$ cat src/rtl/core/mpqu_pkg.sv
// Package for the unsorted-list max priority queue.
// Holds payload structs, operation and status codes, and the sequencer state type.
// No dependencies.
`default_nettype none

package mpqu_pkg;

   localparam int CAPACITY_DEFAULT = 16;

   localparam logic [1:0] OP_PUSH = 2'd0;
   localparam logic [1:0] OP_POP  = 2'd1;
   localparam logic [1:0] OP_PEEK = 2'd2;

   localparam logic [1:0] STAT_OK    = 2'd0;
   localparam logic [1:0] STAT_EMPTY = 2'd1;
   localparam logic [1:0] STAT_FULL  = 2'd2;

   typedef struct packed {
      logic [1:0]          operation;
      logic signed [31:0]  value;
   } req_type;

   typedef struct packed {
      logic signed [31:0]  result_value;
      logic [1:0]          status;
   } rsp_type;

   typedef enum logic [2:0] {
      S_IDLE,
      S_PEEK,
      S_SCAN,
      S_SHIFT,
      S_DONE
   } state_type;

endpackage

`default_nettype wire

$ cat src/rtl/core/mpqu_ram.sv
// Entry store: one write port, one read port with registered read data.
// Depends on nothing but its parameters.
`default_nettype none

module mpqu_ram #(
   parameter int DEPTH = 16,
   parameter int AW    = 4
) (
   input  wire logic                 clock,
   input  wire logic                 wr_en,
   input  wire logic [AW-1:0]        wr_addr,
   input  wire logic signed [31:0]   wr_data,
   input  wire logic                 rd_en,
   input  wire logic [AW-1:0]        rd_addr,
   output logic signed [31:0]        rd_data
);

   logic signed [31:0] mem [DEPTH];

   always_ff @(posedge clock) begin
      if (wr_en) begin
         mem[wr_addr] <= wr_data;
      end
   end

   always_ff @(posedge clock) begin
      if (rd_en) begin
         rd_data <= mem[rd_addr];
      end
   end

endmodule

`default_nettype wire

$ cat src/rtl/core/mpqu_engine.sv
// Sequencer for the queue: push, peek, max scan and gap close over the entry store.
// Depends on mpqu_pkg and mpqu_ram.
`default_nettype none

module mpqu_engine #(
   parameter int CAPACITY = mpqu_pkg::CAPACITY_DEFAULT
) (
   input  wire logic              clock,
   input  wire logic              reset,
   input  wire logic              req_valid,
   output logic                   req_ready,
   input  wire mpqu_pkg::req_type req_payload,
   output logic                   done_valid,
   input  wire logic              done_ready,
   output mpqu_pkg::rsp_type      done_payload
);
   import mpqu_pkg::*;

   localparam int AW = $clog2(CAPACITY);
   localparam int CW = $clog2(CAPACITY + 1);
   localparam int XW = CW + 1;

   state_type          state_ff, state_in;
   logic [CW-1:0]      count_ff, count_in;
   logic [CW-1:0]      iss_ff, iss_in;
   logic [AW-1:0]      arr_ff, arr_in;
   logic [AW-1:0]      pos_ff, pos_in;
   logic [AW-1:0]      wp_ff, wp_in;
   logic signed [31:0] best_ff, best_in;
   rsp_type            res_ff, res_in;

   logic               wr_en, rd_en;
   logic [AW-1:0]      wr_addr, rd_addr;
   logic signed [31:0] wr_data, rd_data;

   logic               scan_take;
   logic signed [31:0] fin_best;
   logic [AW-1:0]      fin_pos;

   mpqu_ram #(
      .DEPTH (CAPACITY),
      .AW    (AW)
   ) u_ram (
      .clock   (clock),
      .wr_en   (wr_en),
      .wr_addr (wr_addr),
      .wr_data (wr_data),
      .rd_en   (rd_en),
      .rd_addr (rd_addr),
      .rd_data (rd_data)
   );

   // strict greater keeps the earliest of equal maxima
   assign scan_take = (arr_ff == '0) || (rd_data > best_ff);
   assign fin_best  = scan_take ? rd_data : best_ff;
   assign fin_pos   = scan_take ? arr_ff : pos_ff;

   always_ff @(posedge clock) begin
      if (reset) begin
         state_ff <= S_IDLE;
         count_ff <= '0;
      end else begin
         state_ff <= state_in;
         count_ff <= count_in;
      end
   end

   always_ff @(posedge clock) begin
      iss_ff  <= iss_in;
      arr_ff  <= arr_in;
      pos_ff  <= pos_in;
      wp_ff   <= wp_in;
      best_ff <= best_in;
      res_ff  <= res_in;
   end

   always_comb begin
      state_in     = state_ff;
      count_in     = count_ff;
      iss_in       = iss_ff;
      arr_in       = arr_ff;
      pos_in       = pos_ff;
      wp_in        = wp_ff;
      best_in      = best_ff;
      res_in       = res_ff;
      req_ready    = 1'b0;
      done_valid   = 1'b0;
      done_payload = res_ff;
      wr_en        = 1'b0;
      wr_addr      = count_ff[AW-1:0];
      wr_data      = req_payload.value;
      rd_en        = 1'b0;
      rd_addr      = '0;

      unique case (state_ff)
         S_IDLE: begin
            req_ready = 1'b1;
            if (req_valid) begin
               res_in   = '{result_value: '0, status: STAT_OK};
               state_in = S_DONE;
               unique case (req_payload.operation)
                  OP_PUSH: begin
                     if (count_ff == CW'(CAPACITY)) begin
                        res_in.status = STAT_FULL;
                     end else begin
                        wr_en    = 1'b1;
                        count_in = count_ff + 1'b1;
                     end
                  end
                  OP_POP: begin
                     if (count_ff == '0) begin
                        res_in.status = STAT_EMPTY;
                     end else begin
                        rd_en    = 1'b1;
                        iss_in   = CW'(1);
                        arr_in   = '0;
                        state_in = S_SCAN;
                     end
                  end
                  OP_PEEK: begin
                     if (count_ff == '0) begin
                        res_in.status = STAT_EMPTY;
                     end else begin
                        rd_en    = 1'b1;
                        state_in = S_PEEK;
                     end
                  end
                  default: ;
               endcase
            end
         end
         S_PEEK: begin
            res_in   = '{result_value: rd_data, status: STAT_OK};
            state_in = S_DONE;
         end
         S_SCAN: begin
            best_in = fin_best;
            pos_in  = fin_pos;
            if (iss_ff < count_ff) begin
               rd_en   = 1'b1;
               rd_addr = iss_ff[AW-1:0];
               iss_in  = iss_ff + 1'b1;
               arr_in  = iss_ff[AW-1:0];
            end
            if (CW'(arr_ff) == count_ff - 1'b1) begin
               if (XW'(fin_pos) + XW'(1) < XW'(count_ff)) begin
                  rd_en    = 1'b1;
                  rd_addr  = fin_pos + 1'b1;
                  wp_in    = fin_pos;
                  state_in = S_SHIFT;
               end else begin
                  count_in = count_ff - 1'b1;
                  res_in   = '{result_value: fin_best, status: STAT_OK};
                  state_in = S_DONE;
               end
            end
         end
         S_SHIFT: begin
            // rd_data is entry wp+1; the next read is two ahead of the write
            wr_en   = 1'b1;
            wr_addr = wp_ff;
            wr_data = rd_data;
            if (XW'(wp_ff) + XW'(2) < XW'(count_ff)) begin
               rd_en   = 1'b1;
               rd_addr = wp_ff + AW'(2);
               wp_in   = wp_ff + 1'b1;
            end else begin
               count_in = count_ff - 1'b1;
               res_in   = '{result_value: best_ff, status: STAT_OK};
               state_in = S_DONE;
            end
         end
         S_DONE: begin
            done_valid = 1'b1;
            if (done_ready) begin
               state_in = S_IDLE;
            end
         end
         default: state_in = S_IDLE;
      endcase
   end

endmodule

`default_nettype wire

$ cat src/rtl/core/max_priority_queue_unsorted_core.sv
// Max priority queue kept as an unsorted list of up to CAPACITY signed 32-bit
// values in arrival order, stored in one single-port-write, single-port-read
// memory with registered read data. A push appends at the back. A peek
// returns the oldest entry (not the maximum). A pop reads every held entry,
// one per cycle through the memory read port, to find the largest (the
// earliest wins a tie), then moves each later entry down by one, one memory
// read and write per cycle. Empty stores answer pop and peek with status
// empty, a push into a full store is dropped with status full, and operation
// code 3 is answered with status ok and no change. The store needs no
// clearing after reset; only entries below the fill count are ever read. One
// item is worked on at a time; a finished result sits in the output register
// and a new request is taken while it waits to be transferred.
// Depends on mpqu_pkg and mpqu_engine.
`default_nettype none

module max_priority_queue_unsorted_core #(
   parameter int CAPACITY = mpqu_pkg::CAPACITY_DEFAULT
) (
   input  wire logic              clock,
   input  wire logic              reset,
   input  wire logic              req_valid,
   output logic                   req_ready,
   input  wire mpqu_pkg::req_type req_payload,
   output logic                   rsp_valid,
   input  wire logic              rsp_ready,
   output mpqu_pkg::rsp_type      rsp_payload
);
   import mpqu_pkg::*;

   logic    done_valid;
   logic    done_ready;
   rsp_type done_payload;

   logic    rsp_valid_ff, rsp_valid_in;
   rsp_type rsp_ff, rsp_in;

   // sequencer: memory, fill count, scan and gap close
   mpqu_engine #(
      .CAPACITY (CAPACITY)
   ) u_engine (
      .clock        (clock),
      .reset        (reset),
      .req_valid    (req_valid),
      .req_ready    (req_ready),
      .req_payload  (req_payload),
      .done_valid   (done_valid),
      .done_ready   (done_ready),
      .done_payload (done_payload)
   );

   // hand a finished result over when the output register is free or
   // being drained in this cycle
   assign done_ready = !rsp_valid_ff || rsp_ready;

   always_comb begin
      rsp_valid_in = rsp_valid_ff;
      rsp_in       = rsp_ff;
      if (done_valid && done_ready) begin
         rsp_valid_in = 1'b1;
         rsp_in       = done_payload;
      end else if (rsp_ready) begin
         // drop the entry once transferred
         rsp_valid_in = 1'b0;
      end
   end

   always_ff @(posedge clock) begin
      if (reset) begin
         rsp_valid_ff <= 1'b0;
      end else begin
         rsp_valid_ff <= rsp_valid_in;
      end
   end

   // hold the payload until the transfer completes
   always_ff @(posedge clock) begin
      rsp_ff <= rsp_in;
   end

   assign rsp_valid   = rsp_valid_ff;
   assign rsp_payload = rsp_ff;

endmodule

`default_nettype wire
$ cat config.mk
export PLATFORM = sky130hd
export DESIGN_NAME = max_priority_queue_unsorted_core
export DESIGN_NICKNAME = d
export VERILOG_FILES = /design/src/rtl/core/mpqu_pkg.sv /design/src/rtl/core/mpqu_ram.sv /design/src/rtl/core/mpqu_engine.sv /design/src/rtl/core/max_priority_queue_unsorted_core.sv
export SDC_FILE = /design/constraint.sdc
export NUM_CORES = 1
export LEC_CHECK = 0
export BUFFER_PORTS_ARGS = -buffer_cell sky130_fd_sc_hd__buf_2
export CORE_AREA = 2 2 324 166
export DETAILED_ROUTE_END_ITERATION = 10
export DIE_AREA = 0 0 326 168
export HOLD_SLACK_MARGIN = 0.02
export PLACE_DENSITY = 0.65
export SLEW_MARGIN = 25
export SYNTH_ARGS = -nofsm -noshare
export SYNTH_HDL_FRONTEND = slang
export SYNTH_HIERARCHICAL = 1
export SYNTH_SLANG_ARGS = --single-unit
$ cat constraint.sdc
create_clock -name clock -period 16 [get_ports clock]
set_input_delay 2.4 -clock clock [delete_from_list [all_inputs] [get_ports clock]]
set_output_delay 2.4 -clock clock [all_outputs]
set_load 0.03 [all_outputs]
* Word level (Yosys, flattened, before mapping)
Memory sizes are Yosys's and may differ from the RTL's. A register that Yosys moved wholly into a read port is not among the register bits. Index checks and enable logic that the tools add are counted.
Cells by class: $add $sub $neg 8, $lt $le $gt $ge 4, equal/unequal tests 20, muxes and demuxes 65, reduce and logical (&&, ||, !) cells 19
Operators with widths (count):
- 2-to-1 mux 34 bit | 4
- one-hot mux 34 bit (4 select lines) | 1
- 2-to-1 mux 32 bit | 2
- 2-to-1 mux 4 bit | 13
- 2-to-1 mux 5 bit | 10
- greater-than comparator 32 bit | 1
- one-hot mux 4 bit (2 select lines) | 3
- 2-to-1 mux 3 bit | 7
- 2-to-1 mux 1 bit | 17
- != test 2 bit (second input constant) | 8
- one-hot mux 3 bit (5 select lines) | 1
- one-hot mux 5 bit (3 select lines) | 1
- < comparator 6 x 5 -> 1 bit | 2
- adder 5 x 1 -> 5 bit (second input constant) | 2
- one-hot mux 5 bit (2 select lines) | 1
- AND reduction 5 bit | 2
- adder 4 x 1 -> 4 bit (second input constant) | 2
- != test 2 x 1 -> 1 bit (second input constant) | 4
- AND reduction 4 bit | 2
- AND reduction 7 bit | 1
- equality test 3 x 2 -> 1 bit (second input constant) | 2
- one-hot mux 3 bit (2 select lines) | 1
- nonzero test 2 bit | 3
- adder 4 x 1 -> 5 bit (second input constant) | 1
- 24 further kinds | 25
Storage, ports and cells: register bits 126, memory bits (writable) 512, input port bits 38, logic and storage cells 129, memories 1
Memory list:
- u_engine.u_ram.mem | depth 16, width 32, rd ports 1, clocked after memory_dff 1, write ports 1, RTL line mpqu_ram.sv:18 | logic signed [31:0] mem [DEPTH];

* Depth between registers and ports, before layout
Gate-level depths: netlist of run 1.
depth after elaboration 8, depth in mapped cells 26

* Modules after synthesis
Netlist of run 1, hierarchy kept.
Modules (own cells, without submodules):
- mpqu_ram | times used 1, cells an instance 838, area an instance 20155.6 um2, seq. area each 16335.7 um2
- mpqu_engine | times used 1, cells an instance 539, area an instance 6004.5 um2, seq. area each 2652.5 um2
- max_priority_queue_unsorted_core | times used 1, cells an instance 39, area an instance 1076.0 um2, seq. area each 1041.0 um2

* Least setup slack after synthesis of run 1
OpenSTA, ideal clock, no wires.
path type reg2reg, start register u_engine.u_ram.rd_data[14], read port of u_engine.u_ram.mem, end register u_engine.res_ff (netlist bit u_engine/done_payload[0]) (enable), arrival 5.652 ns, required time 15.571 ns, setup slack 9.919 ns, stages on the path, launching flop included 20, path buffers 1, clock period less this slack 6.081 ns, path through edfxtp_1 -> ha_1 -> nand4_2 -> or4_4 -> or3b_1 -> o211a_2 -> or4_4 -> and2_1 -> buf_6 -> inv_1 -> ha_1 -> xnor2_1 -> ha_1 -> a21o_1 -> a21o_1 -> a21oi_1 -> nand2_1 -> a211oi_2 -> a21oi_1 -> nor2b_1
On the way: longest elaborated chain between the ends 7
RTL lines:
- from (decl) | RTL line mpqu_ram.sv:15 | output logic signed [31:0] rd_data
- greater-than comparator 32 bit | RTL line mpqu_engine.sv:54 | assign scan_take = (arr_ff == '0) || (rd_data > best_ff);
- logical OR 1 bit | RTL line mpqu_engine.sv:54
- 2-to-1 mux 4 bit | RTL line mpqu_engine.sv:56 | assign fin_pos = scan_take ? arr_ff : pos_ff;
- via u_engine.fin_pos[0] | RTL line mpqu_engine.sv:38 | logic [AW-1:0] fin_pos;
- adder 4 x 1 -> 5 bit | RTL line mpqu_engine.sv:146 | if (XW'(fin_pos) + XW'(1) < XW'(count_ff)) begin
- < comparator 6 x 5 -> 1 bit | RTL line mpqu_engine.sv:146
- != test 2 bit (no source line)
- AND reduction 5 bit (no source line)
- to (signal assigned) | RTL line mpqu_engine.sv:74 | res_ff <= res_in;
- to (decl) | RTL line mpqu_engine.sv:30 | rsp_type res_ff, res_in;
The timed path passes the listed nets, and every way through them passes these cells. A chain may end at the register's enable or synchronous reset.

* Final worst setup path of run 1
start register u_engine.u_ram.rd_data[14], read port of u_engine.u_ram.mem, end register u_engine.u_ram.rd_data[3], read port of u_engine.u_ram.mem (data pin)
On the way: longest elaborated chain between the ends 8, elaborated cells between the ends (all ways) 12
RTL lines:
- greater-than comparator 32 bit * | RTL line mpqu_engine.sv:54
- logical OR 1 bit * | RTL line mpqu_engine.sv:54
- 2-to-1 mux 4 bit * | RTL line mpqu_engine.sv:56
- via u_engine.fin_pos[0] | RTL line mpqu_engine.sv:38
- adder 4 x 1 -> 5 bit | RTL line mpqu_engine.sv:146
- < comparator 6 x 5 -> 1 bit | RTL line mpqu_engine.sv:146
- 2-to-1 mux 4 bit * | RTL line mpqu_engine.sv:146
- 2-to-1 mux 4 bit * | RTL line mpqu_engine.sv:145 | if (CW'(arr_ff) == count_ff - 1'b1) begin
- one-hot mux 4 bit (2 select lines) * | RTL line mpqu_engine.sv:95 | unique case (state_ff)
- via u_engine.rd_addr[0] | RTL line mpqu_engine.sv:33 | logic [AW-1:0] wr_addr, rd_addr;
The timed path passes the listed nets; every way through them passes the cells marked *.

==> results of run 1 <==
[cell families after synthesis]
kind of cell / Yosys count
simple gates: 179
buf+inv: 117
flops: 670
fa+ha+maj: 55
xor+xnor: 14
mux: 196
compound gates: 185
[through the flow]
step                      hold slack (ns)  total power [mW]  worst slack, ns  utilization, %
after floorplan                     0.400              2.04             9.92               -
after global placement              0.405              2.07             7.36            54.5
after detailed placement            0.405              2.08             7.16            54.5
after CTS                           0.420              3.46             7.13            58.1
after global routing                0.428              3.54             6.53            58.1
final                               0.414              3.43             7.17            58.1
[worst max-delay path, stage by stage, from the launching register on]
cell	delay, ns
edfxtp_1	0.54
ha_1	0.41
nand4_2	0.14
or4_4	0.58
a21o_2	0.22
a31oi_1	0.68
or4_4	0.28
and2_1	0.33
inv_1	0.17
ha_1	0.27
xnor2_1	0.25
ha_1	0.29
a21o_1	0.16
a21o_1	0.17
a21oi_1	0.16
and2_1	0.26
nand2_1	0.13
o22ai_1	0.20
a21o_4	0.68
buf_4	0.82
buf_4	0.81
mux4_2	0.60
a22oi_1	0.25
nand2_1	0.08
[cells in the final DEF, fill, tap and decap left out, types with 8 or more instances in the layout]
master | Yosys | routed
nand3_1 | 14 | 13
dfxtp_1 | 9 | 9
a21oi_1 | 28 | 27
edfxtp_1 | 661 | 661
clkinv_2 | 0 | 8
nor2_1 | 36 | 22
bufinv_16 | 0 | 8
o21ai_0 | 16 | 14
xor2_1 | 9 | 9
inv_1 | 52 | 52
buf_4 | 9 | 30
a22oi_1 | 65 | 65
mux4_2 | 128 | 128
clkbuf_1 | 36 | 10
nand4_1 | 10 | 10
and2_1 | 10 | 9
nand2_1 | 57 | 56
nor3_1 | 13 | 9
buf_2 | 7 | 73
clkbuf_16 | 0 | 57
a22o_1 | 32 | 32
mux2_2 | 66 | 66
clkinv_1 | 1 | 12
ha_1 | 55 | 55
nor2_4 | 0 | 13
[where the power goes]
group,switching (mW),internal (mW),total (mW)
sequential,0.00725,1.94,1.95
clock,0.614,0.781,1.39
combinational,0.0613,0.0264,0.0877
total,0.682,2.75,3.43
[flip-flops by register name, summed over array words and instances, names as in the netlist]
name                    count
u_engine/best_ff           32
u_engine/iss_ff             5
u_engine/pos_ff             4
u_engine/done_payload      34
u_engine/count_ff           5
u_engine/u_ram/rd_data     32
u_engine/wp_ff              4
u_engine/u_ram/mem        512
u_engine/state_ff           3
rsp_payload                34
rsp_valid                   1
u_engine/arr_ff             4
[worst paths after layout]
check / start / slack, ns / end / cells after the start
max: u_engine/u_ram/rd_data[14] / 7.17 / u_engine/u_ram/rd_data[3] / 23
min: u_engine/done_payload[21] / 0.41 / rsp_payload[21] / 0
max reg2reg: u_engine/u_ram/rd_data[14] / 7.17 / u_engine/u_ram/rd_data[3] / 23
min reg2reg: u_engine/done_payload[21] / 0.41 / rsp_payload[21] / 0
[layer usage]
layer	GRT usage [%]	routed length (um)
met1	36.4	29000
met2	34.5	28000
met3	3.94	4530
met4	4.79	997
met5	0	0
[layout make-up]
| class | count | area [um^2] | share of cell area, % |
|---|---|---|---|
| inverter | 53 | 199 | 0.652 |
| multi-input combinational | 629 | 6910 | 22.7 |
| clock buffer | 67 | 1460 | 4.80 |
| clock inverter | 33 | 379 | 1.24 |
| tap | 713 | 892 | 2.92 |
| sequential | 670 | 20000 | 65.7 |
| timing repair buffer | 105 | 631 | 2.07 |
==> results.yml, run 1 <==
global_route:
  globalRouteOverflowTotal: 0
  grt_pass1_wl_mm: 92.9
  grt_usage_pct: 23.2
  antenna_found_initial: 1
  first_global_vias: 13965
  maximum_number_of_pins_on_one_net_before_global_route_repair: 68
layout:
  flow.area_growth_from_synthesis_pct: 12.0
  design_area_um2: 30500
  nFillCells: 3904
  nNetsFinal: 1608
  num_antenna_cells: 0
  layoutNonFillerInstCount: 2270
  drive_gt1_share_pct: 27.0
synthesis:
  number_of_synthesized_register_bits: 670
  synth_top_cell_by_area: "edfxtp_1"
  syn_inst: 1416
  synth_top_family_by_area: "multiplexers"
  synthMuxAreaShare_pct: 13.4
  synth_common_cells: "edfxtp_1, mux4_2, mux2_2, a22oi_1, nand2_1"
  ranking_of_synthesized_cells_by_area: "edfxtp_1, mux4_2, mux2_2"
  yosys.area_share.adder_pct: 2.53
  postSynthAreaPerCell_um2: 19.2
  compound_gate_fraction_of_synth_area_pct: 4.98
  async_flop_share_pct: 0
  netlist_area_um2: 27200
  post_synth_edffs: 661
  postSynth.topFlopCell: "edfxtp_1"
  ys_warn_count: 6
  synth_cell_type_count: 65
  synth_fp_nets: 1509
  synth-xor-area-share_pct: 0.450
  synthDominantCellAreaShare_pct: 72.9
  synth-simple-area-share_pct: 3.32
  synth_most_common_cell: "edfxtp_1"
  part_of_the_yosys_area_used_for_sequential_elements_pct: 73.5
power:
  total_leakage_power_nw: 9.86
  powerDensity_nw_per_um2: 113
  vdd_drop_max_mv: 0.0859
sta:
  worst_slew_margin_rel_pct: 34.4
  worst_pin_slew_ns: 0.977
  timing_hold_violations_final: 0
  final_critical_path_required_period_ns: 8.83
  skew_ns: 0.0254
  final.period_utilization_pct: 55.2
  timing.setup.tns_ns: 0
  rsz_0062_raised_after_global_routing: "false"
  timing.final.setup_violations: 0
  final-max-slew-violation-count: 0
  achievable_freq_mhz: 113
clocking:
  h-tree-depth: 2
  hold_buffers: 0
  worst_skew_pair.late_latency_ns: 0.62
  tritoncts_buffer_count: 56
  post_cts.resized_instances: 0
  cts_sinks: 670
  cts.clk_slew.worst_paths_ns: 0.06
  max-clock-path-buffers: 3
  cts_setup_buffers: 0
  cts_tree: "built"
  cts_root_buf: "clkbuf_16"
run_status:
  status: "complete, no violations"
route:
  drc: 0
  route.vias.total: 13864
  route.antenna.remaining_nets: 0
  drt_first_iter_violations: 1748
  wl_per_cell_um: 27.5
  route.final.wire_length_mm: 62.5
  drt-pass1-iter-count: 5
  viasPerCell: 6.11
floorplanning:
  chipWidth_um: 326
  initial_core_util_pct: 51.9
  core_area_um2: 52500
  die_area_um2: 54800
  number_of_rows_in_the_core_area: 60
  floorplan.die.height_um: 168
  design.portCount: 74
worst_setup_path:
  worstPathArrival_ns: 9.19
  worstPathRequired_ns: 16.36
  setup.worst_path.end_class: "register"
  timing_worst_setup_path_type: "reg -> reg"
  critPathMaxFanout: 44
  setup.worst_path.start_class: "register"
place:
  placedCellCount: 2168
  gp_congestion: 0.849
  placed_area_um2: 28600
  detailedPlacementHpwl_mm: 35.4
  io_buffers: 73
flow_run:
  max_cap_viol_count: 0
hold_path:
  hp-class: "reg -> reg"
Power figures use the tool's default switching activity.
==> inputs of run 2 (changes only) <==
Settings changed: ABC_AREA set to 1, CORE_AREA 2 2 324 166 to 2 2 342 175, DIE_AREA 0 0 326 168 to 0 0 344 177.
Clock period 16 ns to 8.7 ns, I/O delays scaled along.
==> run 2 against run 1 <==
Effect of this change: first-iteration DRC count grew 32%; largest power group unchanged; maximum frequency grew 28%; critical endpoint is now u_engine/u_ram/rd_data[21]; cell count grew 68%; setup slack lost 5.3 ns; sequential power grew 98%; highest routed layer is now met5; count of clock-buffer cells in the layout grew 8; total power grew 110%; clock skew grew 0.0076 ns; core utilization shrank 0.85 points; clock power grew 73%.
==> results.yml, run 2 <==
run_status:
  status: "complete, no violations"
sta:
  timing_hold_violations_final: 0
  final_critical_path_required_period_ns: 6.88
  timing.final.setup_violations: 0
  rsz_0062_raised_after_global_routing: "false"
  timing.setup.tns_ns: 0
  worst_pin_slew_ns: 1.02
  skew_ns: 0.0329
  final.period_utilization_pct: 79.1
  worst_slew_margin_rel_pct: 32.2
  final-max-slew-violation-count: 0
  achievable_freq_mhz: 145
worst_setup_path:
  critical-path-max-stage-delay_ns: 0.54
  critPathMaxFanout: 114
  timing.critical_path.mode_cell: "nand2_1"
  worstPathArrival_ns: 7.23
  timing.reg2reg.worst_path_depth: 31
  regToRegStartpoint: "u_engine/u_ram/rd_data[15]"
  setup.worst_path.start_class: "register"
  cp_num_buf_inv: 4
  crit_path_launch: "u_engine/u_ram/rd_data[15]"
  timing_worst_setup_path_type: "reg -> reg"
  ff2ff_setup_slack_ns: 1.82
  crit_slowest_cell: "nand2_2"
  timing.rr.end: "u_engine/u_ram/rd_data[21]"
  setup.worst_path.end_class: "register"
  worstPathRequired_ns: 9.05
  cp_top_family: "simple AND/OR/NAND/NOR gates"
synthesis:
  synthDominantCellAreaShare_pct: 65.4
  synth_cell_type_count: 40
  synthMuxAreaShare_pct: 0
  synth-simple-area-share_pct: 19.3
  ranking_of_synthesized_cells_by_area: "edfxtp_1, nand2_1, nand3_1"
  yosys.area_share.adder_pct: 2.27
  compound_gate_fraction_of_synth_area_pct: 3.03
  number_of_synthesized_register_bits: 670
  netlist_area_um2: 30400
  postSynthAreaPerCell_um2: 10.4
  synth_top_family_by_area: "simple AND/OR/NAND/NOR gates"
  synth_fp_nets: 3019
  ys_warn_count: 6
  synth-xor-area-share_pct: 0.404
  postSynth.topFlopCell: "edfxtp_1"
  synth_common_cells: "nand2_1, edfxtp_1, inv_1, nand3_1, nor2_1"
  post_synth_edffs: 661
  syn_inst: 2926
  synth_top_cell_by_area: "edfxtp_1"
  synth_most_common_cell: "nand2_1"
  part_of_the_yosys_area_used_for_sequential_elements_pct: 65.9
  async_flop_share_pct: 0
floorplanning:
  chipWidth_um: 344
  initial_core_util_pct: 52.2
  floorplan.die.height_um: 177
  number_of_rows_in_the_core_area: 63
  design.portCount: 74
  core_area_um2: 58200
  die_area_um2: 60900
clocking:
  max-clock-path-buffers: 3
  tritoncts_buffer_count: 57
  worst_skew_pair.late_latency_ns: 0.63
  h-tree-depth: 2
  hold_buffers: 0
  cts.clk_slew.worst_paths_ns: 0.07
  cts_root_buf: "clkbuf_16"
  cts_setup_buffers: 0
  cts_sinks: 670
  cts_tree: "built"
  post_cts.resized_instances: 0
global_route:
  maximum_number_of_pins_on_one_net_before_global_route_repair: 145
  first_global_vias: 19497
  antenna_found_initial: 2
  grt_pass1_wl_mm: 118
  globalRouteOverflowTotal: 0
  grt_usage_pct: 26.0
route:
  dr.max_layer_used: "met5"
  drt-pass1-iter-count: 6
  wl_per_cell_um: 20.6
  route.antenna.remaining_nets: 0
  route.final.wire_length_mm: 78.8
  route.vias.total: 20500
  wl_met2_mm: 33.4
  wl_met3_mm: 7.49
  drt_first_iter_violations: 2310
  drc: 0
  viasPerCell: 5.37
  routed_metal_1_wirelength_mm: 36.3
place:
  gp_congestion: 0.944
  detailedPlacementHpwl_mm: 46.0
  io_buffers: 73
hold_path:
  hp-class: "reg -> reg"
  hold_path_end: "rsp_payload[24]"
  hold_path_depth: 0
  min_from: "u_engine/done_payload[24]"
flow_run:
  max_cap_viol_count: 0
layout:
  final_util_pct: 57.3
  registers.top_by_ff_count: "u_engine/u_ram/mem"
  drive_gt1_share_pct: 8.50
  layout.cells.most_common_list: "nand2_1, edfxtp_1, inv_1, nand3_1, buf_2"
  largest_register_ffs: 512
  flow.area_growth_from_synthesis_pct: 9.72
  nNetsFinal: 3089
  most_common_library_cell_in_the_layout_ignoring_fill_and_taps: "nand2_1"
power:
  vdd_drop_max_mv: 0.175
  total_leakage_power_nw: 14.0
  powerDensity_nw_per_um2: 218
## run 2: cell count changes in the layout (fill, tap and decap cells not counted), moves of 36 or more
cell     change
mux2_2      -66
nand2_1    +826
a22oi_1     -64
inv_1      +453
nand3_1    +394
mux4_2     -128
buf_4       +36
## run 2: power by group
part	internal, mW	switching, mW
Combinational	0.259	0.728
Sequential	3.79	0.0783
Clock	1.25	1.15
## run 2: metal layers
metal | GRT usage (%) | vias to the layer above
li1 | - | 9738
met1 | 40.0 | 9745
met2 | 38.3 | 896
met3 | 5.13 | 119
met4 | 5.83 | 2
met5 | 0 | -
## run 2: worst register-to-register path, delay by kind of cell, from the launching register on
family	cells	cell delay [ns]
and+or+nand+nor	18	3.07
AOI/OAI and AO/OA	5	1.04
buffers and inverters	4	1.01
adders and majority gates	3	0.82
DFF	1	0.49
xor gates and xnor gates	1	0.19
## run 2: how the worst max path moves through the flow
stage | endpoint | depth (start not counted)
finish | u_engine/u_ram/rd_data[21] | 31
global route | u_engine/u_ram/rd_data[21] | 31
CTS | u_engine/u_ram/rd_data[21] | 31
detailed placement | u_engine/u_ram/rd_data[26] | 31
global placement | u_engine/u_ram/rd_data[22] | 29
floorplan | u_engine/done_payload[0] | 22
## run 2: cell type report
cell class / count / area [um^2]
clock inverters: 24 / 170
inverters: 513 / 1940
flip-flops and latches: 670 / 20000
repair buffers: 142 / 921
fillers: 4899 / 24900
diodes: 1 / 2.50
clock buffers: 75 / 1520
well taps: 780 / 976
multi-input cells: 1612 / 7770
## run 2: cells by family (layout without fill, tap and decap cells)
kind of cell	after synthesis	after routing
buf+inv	644	754
simple gates	1392	1392
other cells	0	1
compound gates	151	151
flops	670	670
xor+xnor	14	14
fa+ha+maj	55	55
## run 2: metrics by stage
| step | std cells | setup WS [ns] | hold slack, ns | total power [mW] | area [um^2] |
|---|---|---|---|---|---|
| after floorplan | 2926 | 2.89 | 0.400 | 4.57 | 30400 |
| after global placement | 3717 | 2.06 | 0.402 | 4.88 | 31600 |
| after detailed placement | 3717 | 1.95 | 0.405 | 4.91 | 31600 |
| after CTS | 3816 | 1.91 | 0.420 | 7.30 | 33300 |
| after global routing | 3816 | 1.26 | 0.425 | 7.55 | 33300 |
| final | 3817 | 1.82 | 0.417 | 7.27 | 33300 |
